$ cat src/sv/bubble_sort_ascending_top_assert.svh
// Assertion helpers for the sorter, clocked on aclk, held off while aresetn is low.
`ifndef BUBBLE_SORT_ASCENDING_TOP_ASSERT_SVH
`define BUBBLE_SORT_ASCENDING_TOP_ASSERT_SVH

// antecedent holds in a cycle -> consequent holds in the same cycle
`define BSA_ASSERT_SAME(lbl, ante, cons, msg) \
    lbl: assert property (@(posedge aclk) disable iff (!aresetn) (ante) |-> (cons)) \
        else $error(msg);

// antecedent holds in a cycle -> consequent holds in the next cycle
`define BSA_ASSERT_NEXT(lbl, ante, cons, msg) \
    lbl: assert property (@(posedge aclk) disable iff (!aresetn) (ante) |=> (cons)) \
        else $error(msg);

`endif

$ cat src/sv/bsa_pkg.sv
`default_nettype none
// ----------------------------------------------------------------------------
// bsa_pkg
// Sizes and types shared by the ascending bubble sorter.
// ----------------------------------------------------------------------------
package bsa_pkg;

    localparam int MAX_COUNT = 32;
    localparam int ADDR_W    = (MAX_COUNT > 1) ? $clog2(MAX_COUNT) : 1;
    localparam int CNT_W     = $clog2(MAX_COUNT + 1);
    localparam int DATA_W    = 32;

    typedef logic signed [DATA_W-1:0] word_t;
    typedef logic [ADDR_W-1:0]        addr_t;
    typedef logic [CNT_W-1:0]         cnt_t;

endpackage

`default_nettype wire

$ cat src/sv/bubble_sort_ascending_top.sv
`default_nettype none
// ----------------------------------------------------------------------------
// bubble_sort_ascending_top
// Collects signed words into a store, sorts them ascending, streams them out.
// ----------------------------------------------------------------------------
// Words stream in one per cycle until the word flagged with s_tlast; up to
// MAX_COUNT (32) words are kept and any beyond that are dropped, which sets
// m_tuser on every output word of that set. After the closing word s_tready
// drops while the set is sorted by passes of one signed comparator over a
// single-port-write store: a pass over the n words does one read and one
// write-back per step, carrying the larger word forward, and passes repeat
// until one makes no swap, so at most n passes. The sorted words then leave
// one at a time, each read from the store (ST_O_RD) before it is shown
// (ST_O_SHOW), the last flagged with m_tlast, after which loading resumes.
// A set of one word skips the sort.
module bubble_sort_ascending_top (
    input  wire logic                      aclk,
    input  wire logic                      aresetn,
    input  wire logic                      s_tvalid,
    output logic                           s_tready,
    input  wire logic [bsa_pkg::DATA_W-1:0] s_tdata,  // [31:0] value
    input  wire logic                      s_tlast,   // last
    output logic                           m_tvalid,
    input  wire logic                      m_tready,
    output logic [bsa_pkg::DATA_W-1:0]     m_tdata,   // [31:0] sorted_value
    output logic                           m_tlast,   // last_res
    output logic                           m_tuser    // [0] overflow
);

    typedef enum logic [2:0] {
        ST_LOAD,
        ST_P_INIT,
        ST_P_FIRST,
        ST_P_STEP,
        ST_P_END,
        ST_O_RD,
        ST_O_SHOW
    } state_t;

    state_t          state_reg;
    bsa_pkg::cnt_t   count_reg;
    bsa_pkg::addr_t  idx_reg;
    bsa_pkg::word_t  carry_reg;
    logic            swapped_reg;
    logic            ovf_reg;

    bsa_pkg::word_t  mem [bsa_pkg::MAX_COUNT];
    bsa_pkg::word_t  rd_data_reg;
    logic            rd_en;
    bsa_pkg::addr_t  rd_addr;
    logic            wr_en;
    bsa_pkg::addr_t  wr_addr;
    bsa_pkg::word_t  wr_data;

    logic            s_fire;
    logic            m_fire;
    logic            full;
    logic            swap;
    logic            at_end;
    bsa_pkg::cnt_t   count_next;
    bsa_pkg::addr_t  top_addr;

    assign s_fire   = s_tvalid && s_tready;
    assign m_fire   = m_tvalid && m_tready;
    assign full     = (count_reg == bsa_pkg::cnt_t'(bsa_pkg::MAX_COUNT));
    assign count_next = full ? count_reg : count_reg + bsa_pkg::cnt_t'(1);
    assign top_addr = bsa_pkg::addr_t'(count_reg - bsa_pkg::cnt_t'(1));
    assign at_end   = (idx_reg == top_addr);
    // strictly greater only, equal words stay put
    assign swap     = (carry_reg > rd_data_reg);

    assign s_tready = (state_reg == ST_LOAD);
    assign m_tvalid = (state_reg == ST_O_SHOW);
    assign m_tdata  = rd_data_reg;
    assign m_tlast  = (idx_reg == top_addr);
    assign m_tuser  = ovf_reg;

    // store port control
    always_comb begin
        rd_en   = 1'b0;
        rd_addr = idx_reg;
        wr_en   = 1'b0;
        wr_addr = idx_reg;
        wr_data = carry_reg;
        unique case (state_reg)
            ST_LOAD: begin
                wr_en   = s_fire && !full;
                wr_addr = bsa_pkg::addr_t'(count_reg);
                wr_data = bsa_pkg::word_t'(s_tdata);
            end
            ST_P_INIT: begin
                rd_en   = 1'b1;
                rd_addr = '0;
            end
            ST_P_FIRST: begin
                rd_en   = 1'b1;
                rd_addr = bsa_pkg::addr_t'(1);
            end
            ST_P_STEP: begin
                rd_en   = !at_end;
                rd_addr = idx_reg + bsa_pkg::addr_t'(1);
                wr_en   = 1'b1;
                wr_addr = idx_reg - bsa_pkg::addr_t'(1);
                wr_data = swap ? rd_data_reg : carry_reg;
            end
            ST_P_END: begin
                wr_en   = 1'b1;
                wr_addr = top_addr;
                wr_data = carry_reg;
            end
            ST_O_RD: begin
                rd_en   = 1'b1;
                rd_addr = idx_reg;
            end
            ST_O_SHOW: begin
            end
            default: begin
            end
        endcase
    end

    always_ff @(posedge aclk) begin
        if (wr_en) begin
            mem[wr_addr] <= wr_data;
        end
        if (rd_en) begin
            rd_data_reg <= mem[rd_addr];
        end
    end

    always_ff @(posedge aclk) begin
        if (!aresetn) begin
            state_reg   <= ST_LOAD;
            count_reg   <= '0;
            idx_reg     <= '0;
            swapped_reg <= 1'b0;
            ovf_reg     <= 1'b0;
        end else begin
            unique case (state_reg)
                ST_LOAD: begin
                    if (s_fire) begin
                        count_reg <= count_next;
                        if (full) begin
                            ovf_reg <= 1'b1;
                        end
                        if (s_tlast) begin
                            idx_reg <= '0;
                            if (count_next == bsa_pkg::cnt_t'(1)) begin
                                state_reg <= ST_O_RD;
                            end else begin
                                state_reg <= ST_P_INIT;
                            end
                        end
                    end
                end
                ST_P_INIT: begin
                    swapped_reg <= 1'b0;
                    state_reg   <= ST_P_FIRST;
                end
                ST_P_FIRST: begin
                    carry_reg <= rd_data_reg;
                    idx_reg   <= bsa_pkg::addr_t'(1);
                    state_reg <= ST_P_STEP;
                end
                ST_P_STEP: begin
                    if (swap) begin
                        swapped_reg <= 1'b1;
                    end else begin
                        carry_reg <= rd_data_reg;
                    end
                    if (at_end) begin
                        state_reg <= ST_P_END;
                    end else begin
                        idx_reg <= idx_reg + bsa_pkg::addr_t'(1);
                    end
                end
                ST_P_END: begin
                    idx_reg <= '0;
                    if (swapped_reg) begin
                        state_reg <= ST_P_INIT;
                    end else begin
                        state_reg <= ST_O_RD;
                    end
                end
                ST_O_RD: begin
                    state_reg <= ST_O_SHOW;
                end
                ST_O_SHOW: begin
                    if (m_fire) begin
                        if (m_tlast) begin
                            count_reg   <= '0;
                            ovf_reg     <= 1'b0;
                            swapped_reg <= 1'b0;
                            idx_reg     <= '0;
                            state_reg   <= ST_LOAD;
                        end else begin
                            idx_reg   <= idx_reg + bsa_pkg::addr_t'(1);
                            state_reg <= ST_O_RD;
                        end
                    end
                end
                default: begin
                    state_reg <= ST_LOAD;
                end
            endcase
        end
    end

`include "bubble_sort_ascending_top_assert.svh"

    `BSA_ASSERT_SAME(a_no_overlap, s_tready, !m_tvalid, "input and output open together")
    `BSA_ASSERT_NEXT(a_close_stops_in, s_fire && s_tlast, !s_tready, "input open after close")
    `BSA_ASSERT_NEXT(a_last_reopens, m_fire && m_tlast, s_tready && (count_reg == '0),
                     "not back to empty load after last word")
    `BSA_ASSERT_SAME(a_count_bound, 1'b1, count_reg <= bsa_pkg::cnt_t'(bsa_pkg::MAX_COUNT),
                     "word count beyond store size")

endmodule

`default_nettype wire

$ cat config.mk
export PLATFORM = sky130hd
export DESIGN_NAME = bubble_sort_ascending_top
export DESIGN_NICKNAME = d
export VERILOG_FILES = /design/src/sv/bsa_pkg.sv /design/src/sv/bubble_sort_ascending_top.sv
export VERILOG_INCLUDE_DIRS = /design/src /design/src/sv
export SDC_FILE = /design/constraint.sdc
export NUM_CORES = 1
export LEC_CHECK = 0
export BUFFER_PORTS_ARGS = -buffer_cell sky130_fd_sc_hd__clkbuf_2
export CAP_MARGIN = 20
export CORE_ASPECT_RATIO = 1.1
export CORE_MARGIN = 2
export CORE_UTILIZATION = 24
export CTS_BUF_LIST = sky130_fd_sc_hd__clkbuf_8
export CTS_CLUSTER_DIAMETER = 50
export DETAILED_ROUTE_END_ITERATION = 7
export SYNTH_ARGS = -nofsm -noshare
export SYNTH_HDL_FRONTEND = slang
export SYNTH_SLANG_ARGS = --single-unit
$ cat constraint.sdc
create_clock -name aclk -period 6.4 [get_ports aclk]
set_input_delay 1.28 -clock aclk [delete_from_list [all_inputs] [get_ports aclk]]
set_output_delay 1.28 -clock aclk [all_outputs]
set_load 0.02 [all_outputs]
Word level (Yosys, flattened, before mapping)
Memories as Yosys holds them, arrays and structs flattened. A register that Yosys moved wholly into a read port is not among the register bits.
Cells that the tools add are included.
{"block": "word_totals", "reg_bits": 48, "mem_bits_rw": 1024, "input_bits": 37, "output_inout_bits": 36, "word_cells": 84, "mem_count": 1}
{"memory": "mem", "words": 32, "word_bits": 32, "rd": 1, "rd_clocked_by_memory_dff": 1, "wr": 1, "line": "bubble_sort_ascending_top.sv:47", "source": "bsa_pkg::word_t mem [bsa_pkg::MAX_COUNT];"}
{"block": "classes", "add_sub_neg": 4, "magnitude_cmp": 1, "n_eq_ne": 18, "mux": 36, "n_reduce_logical": 18}
{"operator": "32-bit case mux with 2 select lines", "count": 2}
{"operator": "32-bit two-way mux", "count": 2}
{"operator": "32-bit greater-than comparator", "count": 1}
{"operator": "5-bit case mux with 3 select lines", "count": 2}
{"operator": "5-bit two-way mux", "count": 5}
{"operator": "5-bit case mux with 5 select lines", "count": 1}
{"operator": "6-bit two-way mux", "count": 4}
{"operator": "3-bit two-way mux", "count": 7}
{"operator": "3-bit case mux with 7 select lines", "count": 1}
{"operator": "6-bit case mux with 2 select lines", "count": 1}
{"operator": "4-bit AND reduction", "count": 3}
{"operator": "2-bit by 1-bit inequality test with 1-bit output, second input constant", "count": 5}
{"operator": "5-bit AND reduction", "count": 2}
{"operator": "5-bit by 1-bit subtractor with 5-bit output, second input constant", "count": 2}
{"operator": "3-bit == test, second input constant", "count": 3}
{"operator": "2-bit inequality test, second input constant", "count": 4}
{"operator": "1-bit two-way mux", "count": 7}
{"operator": "6-bit by 1-bit adder with 6-bit output, second input constant", "count": 1}
{"operator": "3-bit by 2-bit == test with 1-bit output, second input constant", "count": 2}
{"operator": "6-bit by 1-bit == test with 1-bit output, second input constant", "count": 1}
{"operator": "6-bit == test, second input constant", "count": 1}
{"operator": "1-bit case mux with 2 select lines", "count": 3}
{"operator": "5-bit by 1-bit adder with 5-bit output, second input constant", "count": 1}
{"operator": "5-bit == test", "count": 1}
{"operator": "other kinds (11)", "count": 15}

Depth between registers and ports, before layout
{"block": "depth", "depth_word": 7, "mapped_depth": 16, "ltp_nobuf": 9}

Worst setup path after synthesis
Ideal clock, no wire load.
{"block": "synth_timing", "path_type": "register to register", "from": "register idx_reg[1]", "to": "memory mem[16][0] (netlist name) (enable)", "arrival_ns": 3.781, "path_slack_ns": 2.198, "path_stages_with_launch": 13, "path_buffers": 3, "synth_period_minus_slack_ns": 4.202, "cell_sequence": "dfxtp_1 -> buf_2 -> clkbuf_1 -> clkbuf_1 -> inv_1 -> ha_1 -> xor2_1 -> nand3_1 -> a21oi_1 -> a21oi_1 -> o221ai_1 -> or3_1 -> nor2_1"}
{"block": "synth_via", "elab_chain_len": 2}
{"item": "start: declaration", "line": "bubble_sort_ascending_top.sv:42", "source": "bsa_pkg::addr_t idx_reg;"}
{"item": "start signal: assignment", "line": "bubble_sort_ascending_top.sv:162", "source": "idx_reg <= bsa_pkg::addr_t'(1);"}
{"item": "start signal: assignment", "line": "bubble_sort_ascending_top.sv:174", "source": "idx_reg <= idx_reg + bsa_pkg::addr_t'(1);"}
{"item": "start signal: assignment", "line": "bubble_sort_ascending_top.sv:197", "source": "idx_reg <= idx_reg + bsa_pkg::addr_t'(1);"}
{"item": "5-bit by 1-bit subtractor with 5-bit output", "line": "bubble_sort_ascending_top.sv:103", "source": "wr_addr = idx_reg - bsa_pkg::addr_t'(1);"}
{"item": "5-bit case mux with 3 select lines *", "line": "bubble_sort_ascending_top.sv:85", "source": "unique case (state_reg)"}
{"item": "end: declaration", "line": "bubble_sort_ascending_top.sv:47"}
Mark *: on every way between the ends. The rest lies on a longest branch, timed or not.

Worst setup path after layout
{"block": "layout_timing", "from": "register state_reg[0]", "to": "memory mem[24][24] (netlist name) (enable)"}
{"block": "layout_via", "elab_chain_len": 6, "elab_cells_between_ends": 10, "cone_classes": "eq/ne: 2; mux: 4; reduce/logical: 4"}
{"item": "start: declaration", "line": "bubble_sort_ascending_top.sv:40", "source": "state_t state_reg;"}
{"item": "start signal: assignment", "line": "bubble_sort_ascending_top.sv:133", "source": "state_reg <= ST_LOAD;"}
{"item": "start signal: assignment", "line": "bubble_sort_ascending_top.sv:149", "source": "state_reg <= ST_O_RD;"}
{"item": "start signal: assignment", "line": "bubble_sort_ascending_top.sv:151", "source": "state_reg <= ST_P_INIT;"}
{"item": "3-bit zero test", "line": "bubble_sort_ascending_top.sv:72, bubble_sort_ascending_top.sv:85"}
{"item": "1-bit logical AND", "line": "bubble_sort_ascending_top.sv:63", "source": "assign s_fire = s_tvalid && s_tready;"}
{"item": "1-bit logical AND", "line": "bubble_sort_ascending_top.sv:87", "source": "wr_en = s_fire && !full;"}
{"item": "1-bit case mux with 2 select lines", "line": "bubble_sort_ascending_top.sv:85"}
{"item": "1-bit two-way mux", "line": "bubble_sort_ascending_top.sv:123", "source": "if (wr_en) begin"}
{"item": "1-bit two-way mux (not written as such)", "line": "bubble_sort_ascending_top.sv:124", "source": "mem[wr_addr] <= wr_data;"}
Parallel ways exist; a longest one is shown, timed or not.

==> impl_metrics.json <==
{
  "status": "complete, no violations",
  "p_per_area_nw_per_um2": 471,
  "hold_start": "m_tuser",
  "avgRoutedWirePerCell_um": 20.5,
  "async_flop_share_pct": 0,
  "path_max_fanout": 32,
  "grt_pass1_wl_um": 198000,
  "gp_congestion": 0.847,
  "synth_top_cell_area_share_pct": 71.0,
  "die_area_um2": 195000,
  "row_count": 168,
  "arrival_ps": 5280,
  "multi_input_area_um2": 11800,
  "startpoint_type": "flop",
  "nFillCells": 19400,
  "detail_route.wirelength_um": 134000,
  "via_count": 31400,
  "clock.fmax_mhz": 208,
  "crit_path_end_kind": "flop",
  "core_area_um2": 190000,
  "p_comb_share_pct": 34.8,
  "antenna_found_initial": 3,
  "syn_nets": 3778,
  "cpPeakStageDelay_ps": 1190,
  "drt_first_iter_violations": 3422,
  "r2r_end": "mem[24][24]",
  "synthFlopType": "edfxtp_1",
  "rsz0062_at_grt": "no",
  "synth_area_per_cell_um2": 12.4,
  "grtUsageTotal_pct": 13.2,
  "cts_max_path_buffers": 3,
  "cts_made_buffers": 179,
  "hold_buffers": 0,
  "dp_hpwl_um": 78900,
  "clkPwrFrac_pct": 22.3,
  "syn_inst": 3705,
  "boundaryPins": 73,
  "rr_worst_depth": 6,
  "clk_latency_ps": 880,
  "yosysUniqueCellTypes": 69,
  "ys_ff_latch": 1104,
  "internal_power_mw": 15.5,
  "drv_slew": 0,
  "synth.largest_area_cell": "edfxtp_1",
  "root_buffer": "clkbuf_8",
  "maxCapViolCount": 0,
  "dr.pass1.iters": 6,
  "cts_tree": "built",
  "area_growth_syn_to_layout_pct": 16.8,
  "clock_skew_ps": 38.1,
  "hold_path.class": "reg -> reg",
  "critPathLaunch": "state_reg[0]",
  "seq_area_um2": 33000,
  "reg2reg_slack_ps": 1590,
  "avgViaCountPerCell": 4.80,
  "synth_edf_count": 1088,
  "slowest_stage": "nor2_4",
  "path_cells": "inv_1 > nor2_1 > nand2_1 > o21ai_0 > nand3_1 > nor2_4",
  "finalHoldViolCount": 0,
  "holdWs_ps": 498,
  "p_sw_share_pct": 38.8,
  "cts_max_level": 4,
  "slew_headroom_pct": 22.6,
  "p_switching_mw": 9.83,
  "start_util_pct": 24.2,
  "drcViolationCount": 0,
  "fin_cells": 6529,
  "largest_reg_flops": 1024,
  "dp.cells": 6205,
  "postRouteAntennaNets": 0,
  "die_w_um": 421,
  "peakVddDrop_mv": 0.369,
  "hold_end": "m_tuser",
  "r2r-start": "state_reg[0]",
  "cts_resized": 0,
  "critPathKind": "reg -> reg",
  "clk_pin_slew_ps": 60,
  "drive_gt1_share_pct": 12.3,
  "gr-total-overflow": 0,
  "synthesis.area_um2": 46000,
  "fp.dieH_um": 463,
  "tns_ps": 0,
  "grt_max_degree": 131,
  "p_seq_share_pct": 42.9,
  "ys.warnings.count": 0,
  "port_buffers": 72,
  "period_minus_slack_ps": 4810,
  "setup_viol": 0,
  "min_path_cells": 2,
  "worst_pin_slew_ps": 1160,
  "nNetsFinal": 3912,
  "fin_crit_sh_pct": 75.1,
  "cts.sinks": 1104,
  "worst-endpoint-required_ps": 6870,
  "synth-seq-area-share_pct": 71.7,
  "power_leakage_nw": 18.1,
  "post_cts_buffers": 0,
  "first_global_vias": 29700,
  "synth_area_leaders": "edfxtp_1 (71%), nand2_1 (8.4%), nand3_1 (5.5%), a211oi_1 (2.1%), a311oi_1 (1.2%)",
  "final_util_pct": 28.2,
  "total_power_mw": 25.3
}
[power groups by stage]
stage / Sequential [mW] / Combinational (mW) / Clock, mW
after floorplan: 11.1 / 4.64 / 0
after global placement: 11.0 / 8.49 / 0
after CTS: 10.9 / 8.74 / 5.74
after global routing: 10.9 / 9.39 / 6.06
after detailed placement: 11.0 / 8.72 / 0
final: 10.9 / 8.80 / 5.65
[cell usage in the layout, fill, tap and decap left out, types with 4 or more instances in the layout]
cell type,netlist,final
nand3_1,501,501
nor2_1,58,24
o22ai_1,37,37
clkbuf_2,1,72
nor3_1,5,5
or3_1,8,8
a211oi_1,131,131
bufinv_16,0,5
inv_1,109,167
nand4_1,7,7
a21oi_1,34,31
a21oi_4,0,4
clkinv_2,0,15
clkinv_1,0,48
clkinvlp_4,0,6
nand2_1,1024,1023
nor2_4,0,34
a31oi_1,71,70
edfxtp_1,1088,1088
a311oi_1,64,64
a22oi_1,35,35
a21o_1,6,5
o21ai_0,79,78
clkbuf_8,0,183
ha_1,36,36
dfxtp_1,16,15
a221o_1,33,33
xor2_1,5,5
xnor2_1,7,7
buf_12,0,47
o211ai_1,32,32
buf_4,3,94
[metal layers]
layer	track usage, %	up-vias	share of wire (%)
met5	0	-	0.0052
met4	4.50	2	2.5
met3	2.33	225	8.4
met2	20.3	1524	46
met1	18.7	15600	43
li1	-	14000	-
[Yosys cell counts, types with 2 or more instances]
master / count
nand2b_1: 2
edfxtp_1: 1088
a221o_1: 33
dfxtp_1: 16
clkbuf_1: 142
a211oi_1: 131
nand4_1: 7
a31oi_1: 71
nand2_1: 1024
a311oi_1: 64
ha_1: 36
o22a_1: 2
nand3b_1: 2
nor2_1: 58
o21ai_1: 2
o22ai_1: 37
nor2b_1: 5
and2_1: 2
buf_6: 10
nor4_1: 2
a22oi_1: 35
a21o_1: 6
o211ai_1: 32
buf_2: 77
mux2i_1: 2
a221oi_1: 2
buf_4: 3
xor2_1: 5
o32a_1: 2
buf_1: 29
o21ai_0: 79
o21a_1: 3
or3_1: 8
or2_2: 2
inv_1: 109
a21oi_1: 34
nor3_1: 5
nand3_1: 501
xnor2_1: 7
[critical path, delay by kind of cell (launching register included)]
family                 cells  cell delay (ps)
AO/OA/AOI/OAI              1              390
buffers and inverters      1              270
flip-flops                 1              730
AND/OR/NAND/NOR            4             2960
[worst max path at each step]
stage | end | slack [ps]
2_1_floorplan | mem[16][0] | 2200
3_3_place_gp | mem[4][22] | 1690
3_5_place_dp | mem[8][22] | 1610
4_1_cts | mem[8][16] | 1590
5_1_grt | mem[24][24] | 1360
6_report | mem[24][24] | 1590
[logic make-up (layout without fill, tap and decap cells)]
logic type               after synthesis  after routing  share of synthesized area (%)
adder cells (fa/ha/maj)               36             36                          0.979
XOR/XNOR                              14             14                          0.337
AND/OR/NAND/NOR                     1630           1630                           15.0
other                                  0              2                              0
flip-flops                          1104           1104                           71.7
multiplexers                           2              2                         0.0435
AO/OA/AOI/OAI                        547            547                           8.47
buffers and inverters                372            644                           3.44
[per-stage QoR]
step | worst slack, ps | instance area, um^2
6_report | 1590 | 53700
5_1_grt | 1360 | 53700
4_1_cts | 1590 | 53600
3_5_place_dp | 1610 | 50400
3_3_place_gp | 1690 | 49800
2_1_floorplan | 2200 | 46000
[final cells by class]
type	instances	area share (%)
inverters	110	0.769
well taps	2550	5.94
flip-flops and latches	1104	61.4
multi-input cells	2229	22.0
clock inverters	136	1.32
diodes	2	0.00932
repair buffers	215	3.84
clock buffers	183	4.69
Power figures use the tool's default switching activity.
